**config.mk**
```make
export PLATFORM = sky130hd
export DESIGN_NAME = acr_cfg
export DESIGN_NICKNAME = d
export VERILOG_FILES = /design/src/rtl/audio_channel_remixer_unit_macros.svh /design/src/rtl/acr_pkg.sv /design/src/rtl/acr_cfg.sv
export SDC_FILE = /design/constraint.sdc
export NUM_CORES = 1
export LEC_CHECK = 0
export BUFFER_PORTS_ARGS = -buffer_cell sky130_fd_sc_hd__buf_4
export CORE_ASPECT_RATIO = 1.1
export CORE_MARGIN = 2
export CORE_UTILIZATION = 50
export CTS_BUF_LIST = sky130_fd_sc_hd__clkbuf_8
export DETAILED_ROUTE_END_ITERATION = 8
export GPL_TIMING_DRIVEN = 0
export HOLD_SLACK_MARGIN = 0.05
export PLACE_DENSITY = 0.85
export SYNTH_ARGS = -nofsm -noshare
export SYNTH_HDL_FRONTEND = slang
export SYNTH_SLANG_ARGS = --single-unit
```
**constraint.sdc**
```tcl
create_clock -name i_clk -period 22.7 [get_ports i_clk]
set_input_delay 4.54 -clock i_clk [delete_from_list [all_inputs] [get_ports i_clk]]
set_output_delay 4.54 -clock i_clk [all_outputs]
set_load 0.005 [all_outputs]
```
**src/rtl/audio_channel_remixer_unit_macros.svh**
```systemverilog
`ifndef AUDIO_CHANNEL_REMIXER_UNIT_MACROS_SVH
`define AUDIO_CHANNEL_REMIXER_UNIT_MACROS_SVH

// Implication check, sampled on the rising clock edge, off during reset.
`define ACR_ASSERT_IMP(label, clk, rst_n, ante, cons) \
    label: assert property (@(posedge clk) disable iff (!rst_n) (ante) |-> (cons)) \
        else $error("acr assertion failed");

// Invariant check, sampled on the rising clock edge, off during reset.
`define ACR_ASSERT_ALWAYS(label, clk, rst_n, cond) \
    label: assert property (@(posedge clk) disable iff (!rst_n) (cond)) \
        else $error("acr assertion failed");

`endif

```
**src/rtl/acr_pkg.sv**
```systemverilog
package acr_pkg;

    localparam int NUM_CH       = 8;
    localparam int MAX_IN_CH    = 8;
    localparam int MAX_OUT_CH   = 8;
    localparam int SAMPLE_W     = 16;
    localparam int CNT_W        = 4;
    localparam int PAIR_W       = SAMPLE_W + 1;
    localparam int ACC_W        = SAMPLE_W + 3;
    localparam int MAG_W        = ACC_W + 1;
    localparam int DIV_W        = 4;
    localparam int RECIP_SHIFT  = 24;
    localparam int RECIP_W      = RECIP_SHIFT + 1;
    localparam int PROD_W       = MAG_W + RECIP_W;

    localparam logic [CNT_W-1:0] CNT_RESET = 4'd2;
    localparam logic [DIV_W-1:0] DIV_MAX   = 4'd8;

    // Configuration register indexes
    localparam logic CFG_IN_CHANNELS  = 1'b0;
    localparam logic CFG_OUT_CHANNELS = 1'b1;

    localparam logic [MAG_W-1:0] SAT_POS_MAG = 20'd32767;
    localparam logic [MAG_W-1:0] SAT_NEG_MAG = 20'd32768;
    localparam logic [SAMPLE_W-1:0] SAT_POS = 16'h7fff;
    localparam logic [SAMPLE_W-1:0] SAT_NEG = 16'h8000;

    typedef logic signed [SAMPLE_W-1:0] t_sample;
    typedef logic signed [ACC_W-1:0]    t_acc;

    // Mixing matrix decoded from the channel counts:
    // mask[k][j] adds input j into output k, div[k] divides output k.
    typedef struct packed {
        logic [NUM_CH-1:0][NUM_CH-1:0] mask;
        logic [NUM_CH-1:0][DIV_W-1:0]  div;
        logic [NUM_CH-1:0]             out_en;
    } t_mix_dec;

endpackage

```
**src/rtl/acr_cfg.sv**
```systemverilog
module acr_cfg import acr_pkg::*; (
    input  logic             i_clk,
    input  logic             i_rst_n,
    input  logic             i_cfg_we,
    input  logic             i_cfg_idx,
    input  logic [CNT_W-1:0] i_cfg_data,
    output t_mix_dec         o_dec
);

    logic [CNT_W-1:0] r_in_ch;
    logic [CNT_W-1:0] r_out_ch;
    t_mix_dec         r_dec;
    t_mix_dec         n_dec;

    always_ff @(posedge i_clk) begin
        if (!i_rst_n) begin
            r_in_ch  <= CNT_RESET;
            r_out_ch <= CNT_RESET;
        end else if (i_cfg_we) begin
            unique case (i_cfg_idx)
                CFG_IN_CHANNELS:  r_in_ch  <= i_cfg_data;
                CFG_OUT_CHANNELS: r_out_ch <= i_cfg_data;
                default: ;
            endcase
        end
    end

    always_comb begin
        logic [CNT_W-1:0] nin;
        logic [CNT_W-1:0] nout;
        logic [DIV_W-1:0] q;
        logic [6:0]       even;
        logic             rem;
        logic [2:0]       c;

        // Zero acts as one, anything above the maximum acts as the maximum
        if (r_in_ch == '0)
            nin = 4'd1;
        else if (r_in_ch > CNT_W'(MAX_IN_CH))
            nin = CNT_W'(MAX_IN_CH);
        else
            nin = r_in_ch;
        if (r_out_ch == '0)
            nout = 4'd1;
        else if (r_out_ch > CNT_W'(MAX_OUT_CH))
            nout = CNT_W'(MAX_OUT_CH);
        else
            nout = r_out_ch;

        q = '0;
        for (int m = 1; m <= NUM_CH; m++) begin
            if (7'(m) * {3'b0, nout} <= {3'b0, nin})
                q = DIV_W'(m);
        end
        even = 7'({3'b0, q} * {3'b0, nout});
        rem  = (even != {3'b0, nin});

        n_dec = '0;
        c     = '0;
        for (int k = 0; k < NUM_CH; k++) begin
            n_dec.div[k]    = 4'd1;
            n_dec.out_en[k] = (CNT_W'(k) < nout);
        end

        if (nin > nout) begin
            // Fold inputs round-robin onto the outputs; on a remainder, spread the last input to all
            for (int j = 0; j < NUM_CH; j++) begin
                for (int k = 0; k < NUM_CH; k++) begin
                    if ((7'(j) < even) && (c == 3'(k)))
                        n_dec.mask[k][j] = 1'b1;
                    if (rem && (CNT_W'(j) == nin - 4'd1) && (CNT_W'(k) < nout))
                        n_dec.mask[k][j] = 1'b1;
                end
                c = (c == 3'(nout - 4'd1)) ? 3'd0 : c + 3'd1;
            end
            for (int k = 0; k < NUM_CH; k++) begin
                if (CNT_W'(k) < nout)
                    n_dec.div[k] = q;
            end
        end else if (nin < nout) begin
            // Copy the inputs, fill the extra outputs with the average
            for (int k = 0; k < NUM_CH; k++) begin
                if (CNT_W'(k) < nin) begin
                    n_dec.mask[k][k] = 1'b1;
                end else if (CNT_W'(k) < nout) begin
                    for (int j = 0; j < NUM_CH; j++)
                        n_dec.mask[k][j] = (CNT_W'(j) < nin);
                    n_dec.div[k] = nin;
                end
            end
        end else begin
            for (int k = 0; k < NUM_CH; k++) begin
                if (CNT_W'(k) < nout)
                    n_dec.mask[k][k] = 1'b1;
            end
        end
    end

    // Registered: follows the count registers in the next cycle
    always_ff @(posedge i_clk) begin
        r_dec <= n_dec;
    end

    assign o_dec = r_dec;

endmodule

```
Word level (Yosys, flattened, before mapping)
Cells that the tools add are included.

storage, ports and cells
  register bits = 112
  input bits = 8
  output and inout port bits = 104
  logic and storage cells = 492

operators by class
  add/sub/neg operators = 8
  $mul = 5
  $lt $le $gt $ge = 36
  eq/ne operators = 63
  muxes and demuxes = 219
  bitwise gates (word level) = 1
  reductions and logical operators = 141

operators with widths
  cell                                                        count
  two-way mux 1 bit                                           149
  two-way mux 4 bit                                           37
  logical AND 1 bit                                           128
  two-way mux 8 bit                                           14
  two-way mux 96 bit                                          1
  equality test 3 bit (second input constant)                 20
  less-than comparator 3 x 4 -> 1 bit (first input constant)  8
  two-way mux 32 bit                                          1
  equality test 3 x 2 -> 1 bit (second input constant)        10
  <= comparator 7 x 4 -> 1 bit                                4
  less-than comparator 3 x 7 -> 1 bit (first input constant)  4
  logical NOT 3 bit                                           8
  two-way mux 3 bit                                           7
  two-way mux 7 bit                                           3
  equality test 3 x 4 -> 1 bit (first input constant)         4
  less-than comparator 1 x 4 -> 1 bit (first input constant)  4
  less-than comparator 2 x 4 -> 1 bit (first input constant)  4
  equality test 3 x 1 -> 1 bit (second input constant)        5
  less-than comparator 1 x 7 -> 1 bit (first input constant)  2
  less-than comparator 2 x 7 -> 1 bit (first input constant)  2
  multiplier 3 x 4 -> 7 bit (first input constant)            2
  adder 3 x 1 -> 3 bit (second input constant)                4
  equality test 1 x 3 -> 1 bit (second input constant)        4
  equality test 2 x 3 -> 1 bit (second input constant)        4
  28 further kinds                                            44

Longest topological paths before layout
  depth in word-level cells = 23
  depth in mapped cells = 31
  gate-level depth less buffers = 29

Least setup slack after synthesis
Ideal clock, no wire load.

  path kind = register -> register
  from = register r_out_ch[2]
  to = register r_dec, in the netlist o_dec[103]
  library setup time = 0.122 ns
  arrival = 7.569 ns
  required time = 22.578 ns
  setup slack = 15.009 ns
  cell stages (with the launch flop) = 29
  buffers on the path = 4
  clock period less this slack = 7.691 ns
  cells stage by stage = dfxtp_1 -> buf_2 -> nor2_1 -> o21ai_1 -> clkinv_1 -> fa_1 -> ha_1 -> fa_1 -> ha_1 -> and4_1 -> a21oi_1 -> or4_1 -> nand2_1 -> o21ai_0 -> clkbuf_1 -> nor2_1 -> fa_1 -> fa_1 -> inv_1 -> fa_1 -> nor2b_1 -> o21ai_0 -> a21oi_1 -> o2111ai_1 -> or4_4 -> buf_6 -> and2_4 -> buf_6 -> a221o_1

RTL lines
  item                    line            RTL
  start, declared         acr_cfg.sv:11   logic [CNT_W-1:0] r_out_ch;
  start signal, assigned  acr_cfg.sv:22   CFG_OUT_CHANNELS: r_out_ch <= i_cfg_data;
  end signal, assigned    acr_cfg.sv:101  r_dec <= n_dec;
  end, declared           acr_cfg.sv:12   t_mix_dec r_dec;

==> impl_metrics.py <==
metrics = {
    "run_status": {
        "outcome": "completed",
    },
    "cells_and_area": {
        "multi_input_area_um2": 3381,
        "postLayoutCellArea_um2": 7122,
        "syn_to_final_growth_pct": 20.75,
        "nets": 862,
        "ff_latch_area_um2": 2242,
        "nFillCells": 973,
        "drive_gt1_frac": 0.1898,
        "diodes": 0,
        "final_util": 0.6198,
    },
    "synth": {
        "seq_area_frac_synth": 0.3801,
        "synth_seq_cells": 112,
        "yosys_warnings": 0,
        "syn_nets": 740,
        "synthCells": 658,
        "synth.area.top_cells": "dfxtp_1 38%, ha_1 14%, nand2_1 4.1%",
        "synth_area_um2": 5898,
        "async_reset_ff_frac": 0,
        "synth-main-ff-cell": "dfxtp_1",
        "synth_cell_types": 70,
        "syn_area_per_cell_um2": 8.964,
        "synth_top_area_cell": "dfxtp_1",
        "synth-edff-count": 0,
        "netlist.area_leader.share": 0.3801,
    },
    "worst_setup_path": {
        "required_ns": 22.95,
        "cp_slowest_cell": "clkinv_1",
        "crit_path_start_kind": "flop",
        "setup.worst_path.end_class": "flop",
        "worstSetupPathType": "reg2reg",
        "crit_path_frequent_cell": "fa_1",
        "worst_path_largest_cell_delay_ns": 0.87,
        "cp.arrival_ns": 9.89,
        "crit_path_max_fanout": 20,
        "path_buf_inv": 6,
        "path_delay_family": "adder cells",
    },
    "sta": {
        "period_needed_ns": 9.640,
        "rsz0062_at_grt": "no",
        "whs_ns": 0.5205,
        "tightest_slew_ns": 1.133,
        "fmax_ghz": 0.1037,
        "final.period_utilization": 0.4247,
        "skew_ns": 0.01109,
        "final.setup.tns_ns": 0,
        "slew_viol_final": 0,
        "slew_headroom": 0.2395,
        "setup_viol": 0,
        "hold_viol": 0,
    },
    "floorplan": {
        "die_h_um": 117.9,
        "chipWidth_um": 107.6,
        "dieArea_um2": 12680,
        "start_util": 0.5133,
        "coreArea_um2": 11490,
        "pin_count": 112,
        "row_count": 41,
    },
    "power": {
        "peakVddDrop_v": 0.00004685,
        "clockPowerShare": 0.189,
        "p_leak_nw": 3.263,
        "p_int_uw": 370.9,
        "total_power_uw": 631.3,
        "p_sw_uw": 260.4,
        "switching_share": 0.4125,
        "pwr-share-seq": 0.364,
        "p_comb_frac": 0.447,
        "powerDensity_nw_per_um2": 88.64,
    },
    "route": {
        "antenna_left": 0,
        "first_iter_violations": 588,
        "via_per_inst": 6.134,
        "drcViolationCount": 0,
        "drt-pass1-iter-count": 5,
        "vias": 5735,
        "wl_per_cell_um": 20.14,
        "finalWirelength_um": 18830,
    },
    "cts": {
        "clk_path_buf_depth": 2,
        "h-tree-depth": 3,
        "clk-insertion-delay-late_ns": 0.39,
        "ctsHoldBuffers": 0,
        "cts_sinks": 112,
        "cts.clk_slew.worst_paths_ns": 0.11,
        "numCtsBuffers": 9,
        "cts_resized": 0,
        "cts-root-buf": "clkbuf_8",
        "cts_tree": "yes",
        "post_cts_buffers": 0,
    },
    "global_routing": {
        "grt_max_degree": 23,
        "overflow": 0,
        "grt_pass1_wl_um": 29120,
        "track_usage": 0.2978,
        "antenna_found_initial": 0,
        "grt_pass1_vias": 5482,
    },
    "placement": {
        "io_buffers": 111,
        "place.gp.congestion": 1.053,
        "placed_area_um2": 6919,
        "post-dp-hpwl_um": 14250,
    },
    "worst_hold_path": {
        "worstHoldPathType": "reg2reg",
    },
    "flow_run": {
        "drv_cap": 0,
    },
}
-- cell type report --
type                       instances  share of cell area
clock inverter                     7             0.01107
tap                              150             0.02635
timing repair buffer             111              0.1170
buffer                            30             0.02038
multi-input combinational        482              0.4747
inverter                          34             0.01827
clock buffer                       9             0.01739
sequential                       112              0.3148
-- power by group through the flow --
stage | Clock (mW) | Sequential (mW) | Combinational (mW)
3_5_place_dp | 0 | 0.235 | 0.270
2_1_floorplan | 0 | 0.237 | 0.162
3_3_place_gp | 0 | 0.234 | 0.265
4_1_cts | 0.120 | 0.230 | 0.271
5_1_grt | 0.128 | 0.232 | 0.301
6_report | 0.119 | 0.230 | 0.282
-- flip-flops by register name, indices dropped and copies added, names as in the netlist --
signal,flops
r_out_ch,4
r_in_ch,4
o_dec,104
-- routing by layer --
| layer | GRT usage | vias to the layer above | wire, um |
|---|---|---|---|
| li1 | - | 2615 | - |
| met1 | 0.3692 | 2621 | 7102 |
| met2 | 0.4662 | 402 | 8593 |
| met3 | 0.06534 | 97 | 1878 |
| met4 | 0.1827 | 0 | 1260 |
| met5 | 0 | - | 0 |
-- synthesized netlist by cell type, drive strengths merged (6+ instances only) --
cell,count
a21oi,33
nor2b,8
o32ai,11
nor3,13
nand3,23
nand2,64
nand4,9
fa,9
o31ai,13
clkbuf,20
nor2,65
nand2b,7
inv,32
a32o,9
buf,10
o22ai,7
a31oi,10
ha,65
mux2i,6
and3,6
dfxtp,112
o21ai,31
and2,9
o21a,9
-- through the flow --
| step | setup WS, ns | instances |
|---|---|---|
| after floorplan | 15.01 | 658 |
| after global placement | 13.46 | 919 |
| after detailed placement | 13.29 | 919 |
| after CTS | 13.26 | 935 |
| after global routing | 12.51 | 935 |
| final | 13.06 | 935 |
-- worst paths after layout --
path | start | to | slack [ns] | cells after the start
setup / recovery | r_out_ch[2] | o_dec[58] | 13.06 | 28
hold / removal | r_out_ch[0] | r_out_ch[0] | 0.52 | 2
setup reg to reg | r_out_ch[2] | o_dec[58] | 13.06 | 28
hold reg to reg | r_out_ch[0] | r_out_ch[0] | 0.52 | 2
-- cells by family (layout without fill, tap and decap cells) --
logic type,after synthesis,in the layout,synth area share
multiplexers,6,6,0.01018
buffers and inverters,64,191,0.04667
adder cells (fa/ha/maj),74,74,0.1684
AND/OR/NAND/NOR,219,219,0.1737
XOR/XNOR,9,9,0.01464
flip-flops,112,112,0.3801
AO/OA/AOI/OAI,172,172,0.2049
other,2,2,0.001273
-- tightest hold or removal path, stage by stage, from the launching register on --
cell	delay, ns
dfxtp_1	0.35
nand2_1	0.06
a21boi_0	0.08
-- layout by cell type, fill, tap and decap left out, drive strengths merged, types with 5 or more instances in the layout --
cell	instances
nand3	23
a31oi	10
o21ai	31
o22ai	7
nand4	9
nand2b	7
nor3	13
inv	37
clkbuf	29
a21oi	33
o31ai	13
or2	5
fa	9
nand2	64
mux2i	6
nor2	65
and3	6
o32ai	11
a32o	9
ha	65
and2	9
o221ai	5
a21o	5
nor2b	8
buf	121
o21a	9
xnor2	5
dfxtp	112
(Power assumes the default switching activity.)
